--- config.mk ---
export PLATFORM = sky130hd
export DESIGN_NAME = rate_monotonic_tick_scheduler
export DESIGN_NICKNAME = d
export VERILOG_FILES = /design/src/rmts_pkg.sv /design/src/rate_monotonic_tick_scheduler.sv
export SDC_FILE = /design/constraint.sdc
export NUM_CORES = 1
export LEC_CHECK = 0
export BUFFER_PORTS_ARGS = -buffer_cell sky130_fd_sc_hd__buf_4
export CAP_MARGIN = 20
export CORE_MARGIN = 1
export CORE_UTILIZATION = 32
export DETAILED_ROUTE_END_ITERATION = 10
export SLEW_MARGIN = 20
export SYNTH_ARGS = -nofsm -noshare
export SYNTH_HDL_FRONTEND = slang
export SYNTH_SLANG_ARGS = --single-unit
--- constraint.sdc ---
create_clock -name clock -period 12.6 [get_ports clock]
set_clock_uncertainty 0.15 [all_clocks]
set_input_delay 3.15 -clock clock [delete_from_list [all_inputs] [get_ports clock]]
set_output_delay 3.15 -clock clock [all_outputs]
set_load 0.005 [all_outputs]
--- src/rmts_pkg.sv ---
// ----------------------------------------------------------------------------
// rmts_pkg: rate-monotonic tick scheduler definitions
// Task count, field widths and register-map codes shared by the scheduler.
// ----------------------------------------------------------------------------
package rmts_pkg;

   localparam int NUM_TASKS  = 4;   // scheduled tasks, 1 to 7
   localparam int CFG_TASKS  = 4;   // tasks that have cost/period registers
   localparam int MASK_TASKS = (NUM_TASKS < 4) ? NUM_TASKS : 4;
   localparam int TASK_W     = (NUM_TASKS > 1) ? $clog2(NUM_TASKS) : 1;
   localparam int DATA_W     = 8;
   localparam int CSR_IDX_W  = $clog2(2 * CFG_TASKS);
   localparam int SEL_W      = CSR_IDX_W - 1;
   localparam int RUN_W      = 3;
   localparam int MASK_W     = 4;

   // low bit of the register index selects the field within a task
   localparam logic REG_COST   = 1'b0;
   localparam logic REG_PERIOD = 1'b1;

   localparam logic [RUN_W-1:0] RUN_IDLE = '0;

   typedef logic [DATA_W-1:0] data_type;

endpackage

--- src/rate_monotonic_tick_scheduler.sv ---
// ----------------------------------------------------------------------------
// rate_monotonic_tick_scheduler: preemptive rate-monotonic scheduler
// One word per timer tick in, one scheduling decision per tick out.
// ----------------------------------------------------------------------------
// Each accepted request word is one timer tick. The tick is captured in an
// input register, from which a single pass of logic applies the
// releases of all tasks, picks the ready task with the shortest period (lower
// index wins ties), charges it one tick and loads the decision into the
// response register. A tick is taken every cycle while the response is not
// stalled; a response waits in its register for the consumer, with the
// input register holding one more tick behind it. Cost and period registers
// are to be written through the csr port only while no tick is in flight;
// the block does not enforce this. A period of zero disables a task.

module rate_monotonic_tick_scheduler (
   input  logic                           clock,
   input  logic                           reset,
   input  logic                           req_valid,
   output logic                           req_stall,
   input  logic                           req_restart,
   output logic                           rsp_valid,
   input  logic                           rsp_stall,
   output logic [rmts_pkg::RUN_W-1:0]     rsp_running_task,
   output logic [rmts_pkg::MASK_W-1:0]    rsp_overrun_mask,
   input  logic                           csr_we,
   input  logic [rmts_pkg::CSR_IDX_W-1:0] csr_index,
   input  logic [rmts_pkg::DATA_W-1:0]    csr_wdata
);
   import rmts_pkg::*;

   // configuration
   data_type cost_ff      [NUM_TASKS];
   data_type period_ff    [NUM_TASKS];

   // scheduler state
   data_type budget_ff    [NUM_TASKS];
   data_type countdown_ff [NUM_TASKS];
   data_type budget_rel   [NUM_TASKS];
   data_type budget_in    [NUM_TASKS];
   data_type countdown_in [NUM_TASKS];

   // input stage
   logic     s1_valid_ff;
   logic     s1_restart_ff;
   logic     s1_advance;
   logic     s1_fire;

   // output stage
   logic                rsp_valid_ff;
   logic [RUN_W-1:0]    running_ff;
   logic [MASK_W-1:0]   overrun_ff;
   logic [RUN_W-1:0]    running_in;
   logic [MASK_W-1:0]   overrun_in;

   logic                pick_found;
   logic [TASK_W-1:0]   pick_idx;
   data_type            pick_period;

   assign s1_advance = !rsp_valid_ff || !rsp_stall;
   assign s1_fire    = s1_valid_ff && s1_advance;
   assign req_stall  = s1_valid_ff && !s1_advance;

   assign rsp_valid        = rsp_valid_ff;
   assign rsp_running_task = running_ff;
   assign rsp_overrun_mask = overrun_ff;

   // configuration registers
   always_ff @(posedge clock) begin
      for (int i = 0; i < NUM_TASKS; i++) begin
         if (reset || i >= CFG_TASKS) begin
            cost_ff[i]   <= '0;
            period_ff[i] <= '0;
         end else if (csr_we && csr_index[CSR_IDX_W-1:1] == SEL_W'(i)) begin
            if (csr_index[0] == REG_PERIOD) begin
               period_ff[i] <= csr_wdata;
            end else if (csr_index[0] == REG_COST) begin
               cost_ff[i] <= csr_wdata;
            end
         end
      end
   end

   // releases, priority pick and budget charge
   always_comb begin
      overrun_in  = '0;
      pick_found  = 1'b0;
      pick_idx    = '0;
      pick_period = '0;
      for (int i = 0; i < NUM_TASKS; i++) begin
         if (period_ff[i] == '0) begin
            budget_rel[i]   = '0;
            countdown_in[i] = '0;
         end else if (s1_restart_ff || countdown_ff[i] == '0) begin
            budget_rel[i]   = cost_ff[i];
            countdown_in[i] = period_ff[i] - data_type'(1);
         end else begin
            budget_rel[i]   = budget_ff[i];
            countdown_in[i] = countdown_ff[i] - data_type'(1);
         end
      end
      // overrun: released while the previous job still had budget
      for (int i = 0; i < MASK_TASKS; i++) begin
         overrun_in[i] = (period_ff[i] != '0) && !s1_restart_ff &&
                         (countdown_ff[i] == '0) && (budget_ff[i] != '0);
      end
      for (int i = 0; i < NUM_TASKS; i++) begin
         if (period_ff[i] != '0 && budget_rel[i] != '0 &&
             (!pick_found || period_ff[i] < pick_period)) begin
            pick_found  = 1'b1;
            pick_idx    = TASK_W'(i);
            pick_period = period_ff[i];
         end
      end
      for (int i = 0; i < NUM_TASKS; i++) begin
         if (pick_found && pick_idx == TASK_W'(i)) begin
            budget_in[i] = budget_rel[i] - data_type'(1);
         end else begin
            budget_in[i] = budget_rel[i];
         end
      end
      running_in = pick_found ? (RUN_W'(pick_idx) + RUN_W'(1)) : RUN_IDLE;
   end

   // input register
   always_ff @(posedge clock) begin
      if (reset) begin
         s1_valid_ff <= 1'b0;
      end else if (!req_stall) begin
         s1_valid_ff <= req_valid;
      end
      if (!req_stall) begin
         s1_restart_ff <= req_restart;
      end
   end

   // state update, once per tick
   always_ff @(posedge clock) begin
      for (int i = 0; i < NUM_TASKS; i++) begin
         if (reset) begin
            budget_ff[i]    <= '0;
            countdown_ff[i] <= '0;
         end else if (s1_fire) begin
            budget_ff[i]    <= budget_in[i];
            countdown_ff[i] <= countdown_in[i];
         end
      end
   end

   // response register
   always_ff @(posedge clock) begin
      if (reset) begin
         rsp_valid_ff <= 1'b0;
      end else if (s1_advance) begin
         rsp_valid_ff <= s1_valid_ff;
      end
      if (s1_fire) begin
         running_ff <= running_in;
         overrun_ff <= overrun_in;
      end
   end

   // a processed tick always lands in the response register
   a_fire_to_rsp: assert property (@(posedge clock) disable iff (reset)
      s1_fire |=> rsp_valid)
      else $error("processed tick did not reach the response register");

   // the reported task exists
   a_run_range: assert property (@(posedge clock) disable iff (reset)
      rsp_valid |-> (rsp_running_task <= RUN_W'(NUM_TASKS)))
      else $error("running task out of range");

   // a disabled task never holds budget after a tick
   for (genvar g = 0; g < NUM_TASKS; g++) begin : g_chk
      a_disabled_idle: assert property (@(posedge clock) disable iff (reset)
         s1_fire && period_ff[g] == '0 |=> budget_ff[g] == '0 &&
                                           countdown_ff[g] == '0)
         else $error("disabled task kept state");
   end

endmodule
==> results of run 1 <==
-- per-stage QoR --
step,cell area [um2],cells,hold slack [ns],total power [mW]
finish,9890,1197,0.342,1.44
global placement,9200,1163,0.310,0.863
floorplan,8640,820,0.302,0.785
global route,9880,1195,0.390,1.51
detailed placement,9200,1163,0.339,0.866
CTS,9880,1195,0.340,1.45
-- synthesized netlist by cell type (4+ instances only) --
master and count:
edfxtp_1 136, nor2_1 131, and2_1 67, mux2i_1 52, a21oi_1 41, nand2_1 39, ha_1 36, nor3_1 26
xor2_1 24, nand3_1 19, inv_1 18, mux2_2 18, nor2b_1 17, xnor2_1 17, clkbuf_1 16, o21ai_0 16
o31ai_1 11, nor4_1 10, a21o_1 9, nand4_1 8, and3_1 7, o21bai_1 7, nand2b_1 6, nor4_2 5
o21a_1 5, or2_2 5, a211oi_1 4, or3_1 4
-- state kept, by name, summed over array words and instances (netlist names) --
register	count
cost_ff	32
s1_valid_ff	1
rsp_valid	1
countdown_ff	32
rsp_overrun_mask	4
s1_restart_ff	1
budget_ff	32
rsp_running_task	3
period_ff	32
-- how the worst min path moves through the flow --
stage | to | cells after the start
after floorplan | rsp_valid | 2
after global placement | rsp_valid | 2
after detailed placement | rsp_valid | 2
after CTS | rsp_valid | 2
after global routing | rsp_valid | 2
final | rsp_valid | 2
-- logic make-up after synthesis --
logic type | Yosys count
adders and majority gates | 36
DFF | 138
muxes | 70
and+or+nand+nor | 366
AOI/OAI and AO/OA | 127
buffers and inverters | 42
xor gates and xnor gates | 41
-- critical path, delay by kind of cell, from the launching register on --
kind | cells | cell delay [ns]
adder cells (fa/ha/maj) | 5 | 1.48
buffers and inverters | 1 | 0.23
flip-flops | 1 | 0.35
multiplexers | 3 | 0.79
AO/OA/AOI/OAI | 16 | 4.04
AND/OR/NAND/NOR | 10 | 2.09
-- cell type report --
type	instances	area, um2	area share
Antenna cell	2	5.00	0.000506
Clock buffer	19	433	0.0438
Clock inverter	13	248	0.0251
Inverter	18	67.6	0.00683
Multi-Input combinational cell	640	4350	0.440
Sequential cell	138	4120	0.417
Tap cell	335	419	0.0424
Timing Repair Buffer	32	240	0.0243
-- where the power goes --
group | total, mW | internal [mW] | switching [mW]
clock network | 0.584 | 0.390 | 0.194
logic | 0.285 | 0.119 | 0.166
registers | 0.574 | 0.544 | 0.0299
total | 1.44 | 1.05 | 0.390
-- routing by layer --
layer	share of wire	global-route usage	vias to the layer above
met4	0.024	0.0592	0
met1	0.46	0.223	3003
met5	0	0	-
met3	0.058	0.0288	31
met2	0.45	0.264	200
li1	-	-	3074
==> results.cfg, run 1 <==
[grt]
grt.total_usage = 0.165
grt_pass1_vias = 6143
grt_max_degree = 41
antenna_found_initial = 2
grt-ovfl-total = 0
grt_pass1_wl_um = 34800

[clock_network]
cts_inserted_buffers = 17
ctsResizeCount = 0
cts_root_buffer = clkbuf_16
worstSkewPairLatency_ns = 0.43
tritoncts = yes
cts.reportedPaths.clkPinSlew_ns = 0.06
post_cts_buffers = 0
clockBufferDepth = 2
ctsHtreeMaxLevel = 4
clkSinkCount = 138
ctsHoldBuffers = 0

[detailed_routing]
wirelength_um = 21900
via_count = 6308
drtAntennaViolNets = 0
drc_errors = 0
first_iter_violations = 433
dr.pass1.iters = 5
wl_per_cell_um = 18.3
via_per_inst = 5.27

[sta]
max_slew.worst_pin.slew_ns = 1.04
drv_slew = 0
rsz0062_at_grt = no
setup_slack_ns = 3.30
hold_viol = 0
setup_viol = 0
max_freq_ghz = 0.108
period_needed_ns = 9.30
final.setup.tns_ns = 0
relSlewSlack = 0.307
post-route-period-util = 0.738

[placed_design]
portBuffers = 25
gp_congestion = 0.860
dp_hpwl_um = 15300
dp_slack_ns = 3.46

[critical_path]
slowest_delay_ns = 0.84
endpoint = budget_ff[1][5]
cp_data_arrival_time_ns = 9.40
path_common_cell = ha_1
worst_path_max_delay_cell = a31oi_4
r2r-end = budget_ff[1][5]
worstPathMaxFanout = 31
crit_required_ns = 12.70
crit_type = reg -> reg
critPathLaunchType = flop
reg2regPathDepth = 35
worstReg2RegStart = s1_restart_ff
r2r_setup_slack_ns = 3.30
startpoint = s1_restart_ff
cp-end-kind = flop

[logic_synthesis]
synth.top_cell.area_share = 0.473
synth_top_family_by_area = simple AND/OR/NAND/NOR gates
synth-compound-area-share = 0.0980
synth_area_um2 = 8640
yosysUniqueCellTypes = 69
synth_xor_area_frac = 0.0416
synth_fa_ha_area_frac = 0.0521
synthArstFlopShare = 0
synth_area_leaders = edfxtp_1 (47%), mux2i_1 (6.0%), nor2_1 (5.7%)
ys_seq_area_frac = 0.477
ys.flop_type = edfxtp_1
yosys.area_share.simple = 0.226
syn_area_per_cell_um2 = 10.5
synth_edf_count = 136
yosys_warnings = 0
ys_ff_latch = 138
synth_nets = 873
netlist_instances = 820
synthMuxAreaShare = 0.0837
yosys.area.top_type = edfxtp_1

[run_status]
outcome = finished, final reports clean

[floorplanning]
pin_count = 26
die_h_um = 166
die_x_um = 166
start_util = 0.329
core_um2 = 26300
rows = 59
die-area_um2 = 27700

[finish]
mostFrequentLayoutCell = edfxtp_1
post-route-util = 0.376
final_nets = 900
num-fill-cells = 2594
area_growth_pct = 14.5
mostFrequentLayoutCells = edfxtp_1 (136), nor2_1 (131), and2_1 (67)
drive_gt1_frac = 0.128

[power]
p_leak_nw = 3.73
peakVddDrop_uv = 109
pwr_density_cell_nw_per_um2 = 146

[min_path]
hold_class = reg -> reg
hold_path_startpoint = s1_valid_ff

[run]
maxCapViolCount = 0
(Power assumes the default switching activity.)
==> run 2: changes to the inputs <==
ABC_AREA = 1   (was not set)
clock period = 7.95 ns   (was 12.6 ns; I/O delays follow)
==> run 2 against run 1 <==
Net effect:
- synthesized cell count is 12% higher
- die area down 6.7%
- fmax is 28% higher
- non-clock buffer count rose by 9
- synthesized area decreased by 6.8%
- final area decreased by 5.5%
- worst hold slack got worse by 0.013 ns
- largest cell class is now registers
- highest routed layer unchanged
==> results.cfg, run 2 <==
[min_path]
whs_endpoint = rsp_valid
hold_path_startpoint = s1_valid_ff
hold_class = reg -> reg
whs_path_depth = 2

[power]
p_sw_frac = 0.297
combPwrFrac = 0.188
pwr_density_cell_nw_per_um2 = 226
seq_power_share = 0.424
peakVddDrop_uv = 170
finalPower_mw = 2.11
clockPowerShare = 0.388
switching_power_mw = 0.628
p_leak_nw = 3.91
cellInternalPower_mw = 1.48

[critical_path]
reg2regPathDepth = 50
critPathLaunchType = flop
path_common_cell = nand2_1
startpoint = countdown_ff[0][0]
cp_data_arrival_time_ns = 7.30
r2r-end = budget_ff[3][7]
worstReg2RegStart = countdown_ff[0][0]
slowest_delay_ns = 0.39
worst_path_max_delay_cell = edfxtp_1
cp-end-kind = flop
r2r_setup_slack_ns = 0.68
crit_required_ns = 7.99
crit_type = reg -> reg
worstPathMaxFanout = 17

[clock_network]
ctsHtreeMaxLevel = 4
clkSinkCount = 138
cts_inserted_buffers = 17
cts.reportedPaths.clkPinSlew_ns = 0.06
worstSkewPairLatency_ns = 0.43
cts_root_buffer = clkbuf_16
clockBufferDepth = 2
tritoncts = yes

[floorplanning]
die-area_um2 = 25800
die_h_um = 161
pin_count = 26
core_um2 = 24500
die_x_um = 161
start_util = 0.328
rows = 57

[logic_synthesis]
synth_most_common_cell = nor2_1
synth.top_cell.area_share = 0.507
synth_area_leaders = edfxtp_1 (51%), nor2_1 (7.6%), nand2_1 (6.2%)
ys_seq_area_frac = 0.512
synth_common_cells = nor2_1 (164), edfxtp_1 (136), nand2_1 (134)
syn_area_per_cell_um2 = 8.80
yosysUniqueCellTypes = 45
yosys.area.top_type = edfxtp_1
synth_area_um2 = 8060
synthArstFlopShare = 0
synth_nets = 969
synth_edf_count = 136
yosys_warnings = 0
ys_ff_latch = 138
netlist_instances = 916
ys.flop_type = edfxtp_1

[finish]
diodes = 0
num-fill-cells = 2522
mostFrequentLayoutCells = nor2_1 (164), edfxtp_1 (136), nand2_1 (133)
drive_gt1_frac = 0.134
stdcell_count = 1301
final_nets = 1017
mostFrequentLayoutCell = nor2_1
area_growth_pct = 16.0

[sta]
max_slew.worst_pin.slew_ns = 0.920
max_freq_ghz = 0.138
post-route-period-util = 0.914
setup_viol = 0
drv_slew = 0
hold_viol = 0
relSlewSlack = 0.386
period_needed_ns = 7.27

[detailed_routing]
via_per_inst = 4.97
via_count = 6470
drtAntennaViolNets = 0
wl_per_cell_um = 15.9
wirelength_um = 20600
drc_errors = 0
first_iter_violations = 425
dr.pass1.iters = 5

[placed_design]
gp_congestion = 0.912
dp_hpwl_um = 14900
dp_cells = 1256
portBuffers = 25

[grt]
grt.total_usage = 0.166
grt_pass1_vias = 5967
antenna_found_initial = 0
grt-ovfl-total = 0
grt_pass1_wl_um = 32600
grt_max_degree = 65

[run_status]
outcome = finished, final reports clean

[run]
maxCapViolCount = 0
==> run 2: changes by cell type after synthesis, sizes merged, moves of 12 or more <==
| cell | change |
|---|---|
| nand2 | +107 |
| inv | +99 |
| and2 | -68 |
| o21ai | +51 |
| mux2i | -40 |
| nor2 | +39 |
| xor2 | -23 |
| nand3 | +22 |
| a21oi | +21 |
| mux2 | -18 |
| nor2b | -17 |
| xnor2 | -17 |
| or2 | +12 |
==> run 2: layer usage <==
layer,GRT usage,vias up,wire [um]
met5,0,-,0
met4,0.0515,0,334
met3,0.0297,26,900
met2,0.261,146,9510
met1,0.230,3059,9890
li1,-,3239,-
==> run 2: cell type report <==
cell class / count / area (um2) / share of cell area
clock buffer: 17 / 425 / 0.0455
clock inverter: 15 / 174 / 0.0186
inverter: 122 / 464 / 0.0497
multi-input combinational: 644 / 3440 / 0.368
sequential: 138 / 4120 / 0.441
tap: 324 / 405 / 0.0434
timing repair buffer: 41 / 308 / 0.0329
==> run 2: logic make-up (layout without fill, tap and decap cells) <==
group,count (synthesis),count (layout),share of synthesized area
AO/OA/AOI/OAI,153,154,0.104
AND/OR/NAND/NOR,441,441,0.248
XOR/XNOR,1,1,0.00109
adder cells (fa/ha/maj),36,36,0.0559
flip-flops,138,138,0.512
buffers and inverters,135,195,0.0643
multiplexers,12,12,0.0149
==> run 2: power groups by stage <==
| stage | Combinational, mW | Sequential, mW | Clock (mW) |
|---|---|---|---|
| 2_1_floorplan | 0.286 | 0.896 | 0 |
| 5_1_grt | 0.452 | 0.901 | 0.858 |
| 6_report | 0.397 | 0.895 | 0.820 |
| 3_5_place_dp | 0.384 | 0.910 | 0 |
| 4_1_cts | 0.385 | 0.896 | 0.829 |
| 3_3_place_gp | 0.378 | 0.910 | 0 |
==> run 2: what timing repair did <==
action | in CTS | in global routing
buffers inserted | 0 | 12
hold buffers | 0 | 0
gates resized for setup | 0 | 12
endpoints found under the setup margin | 0 | 28
==> run 2: worst max-delay path by stage <==
stage | to | slack [ns] | cells after the start
2_1_floorplan | budget_ff[2][7] | 1.39 | 50
3_3_place_gp | budget_ff[3][7] | 0.68 | 49
6_report | budget_ff[3][7] | 0.68 | 50
3_5_place_dp | budget_ff[3][7] | 0.46 | 48
4_1_cts | budget_ff[3][7] | 0.43 | 48
5_1_grt | budget_ff[3][7] | -0.05 | 51
==> run 2: worst max-delay path, delay by kind of cell, from the launching register on <==
family,cells,cell delay [ns]
adder cells (fa/ha/maj),5,1.31
AO/OA/AOI/OAI,11,1.63
AND/OR/NAND/NOR,28,2.95
flip-flops,1,0.39
buffers and inverters,6,0.57
==> run 2: stage by stage <==
stage	util	hold slack, ns	instance area [um2]	setup TNS [ns]	worst slack, ns
after floorplan	-	0.295	8060	0	1.39
after global placement	0.352	0.310	8620	0	0.678
after detailed placement	0.352	0.318	8620	0	0.462
after CTS	0.376	0.331	9220	0	0.435
after global routing	0.381	0.355	9340	-0.0574	-0.0476
final	0.381	0.329	9340	0	0.684
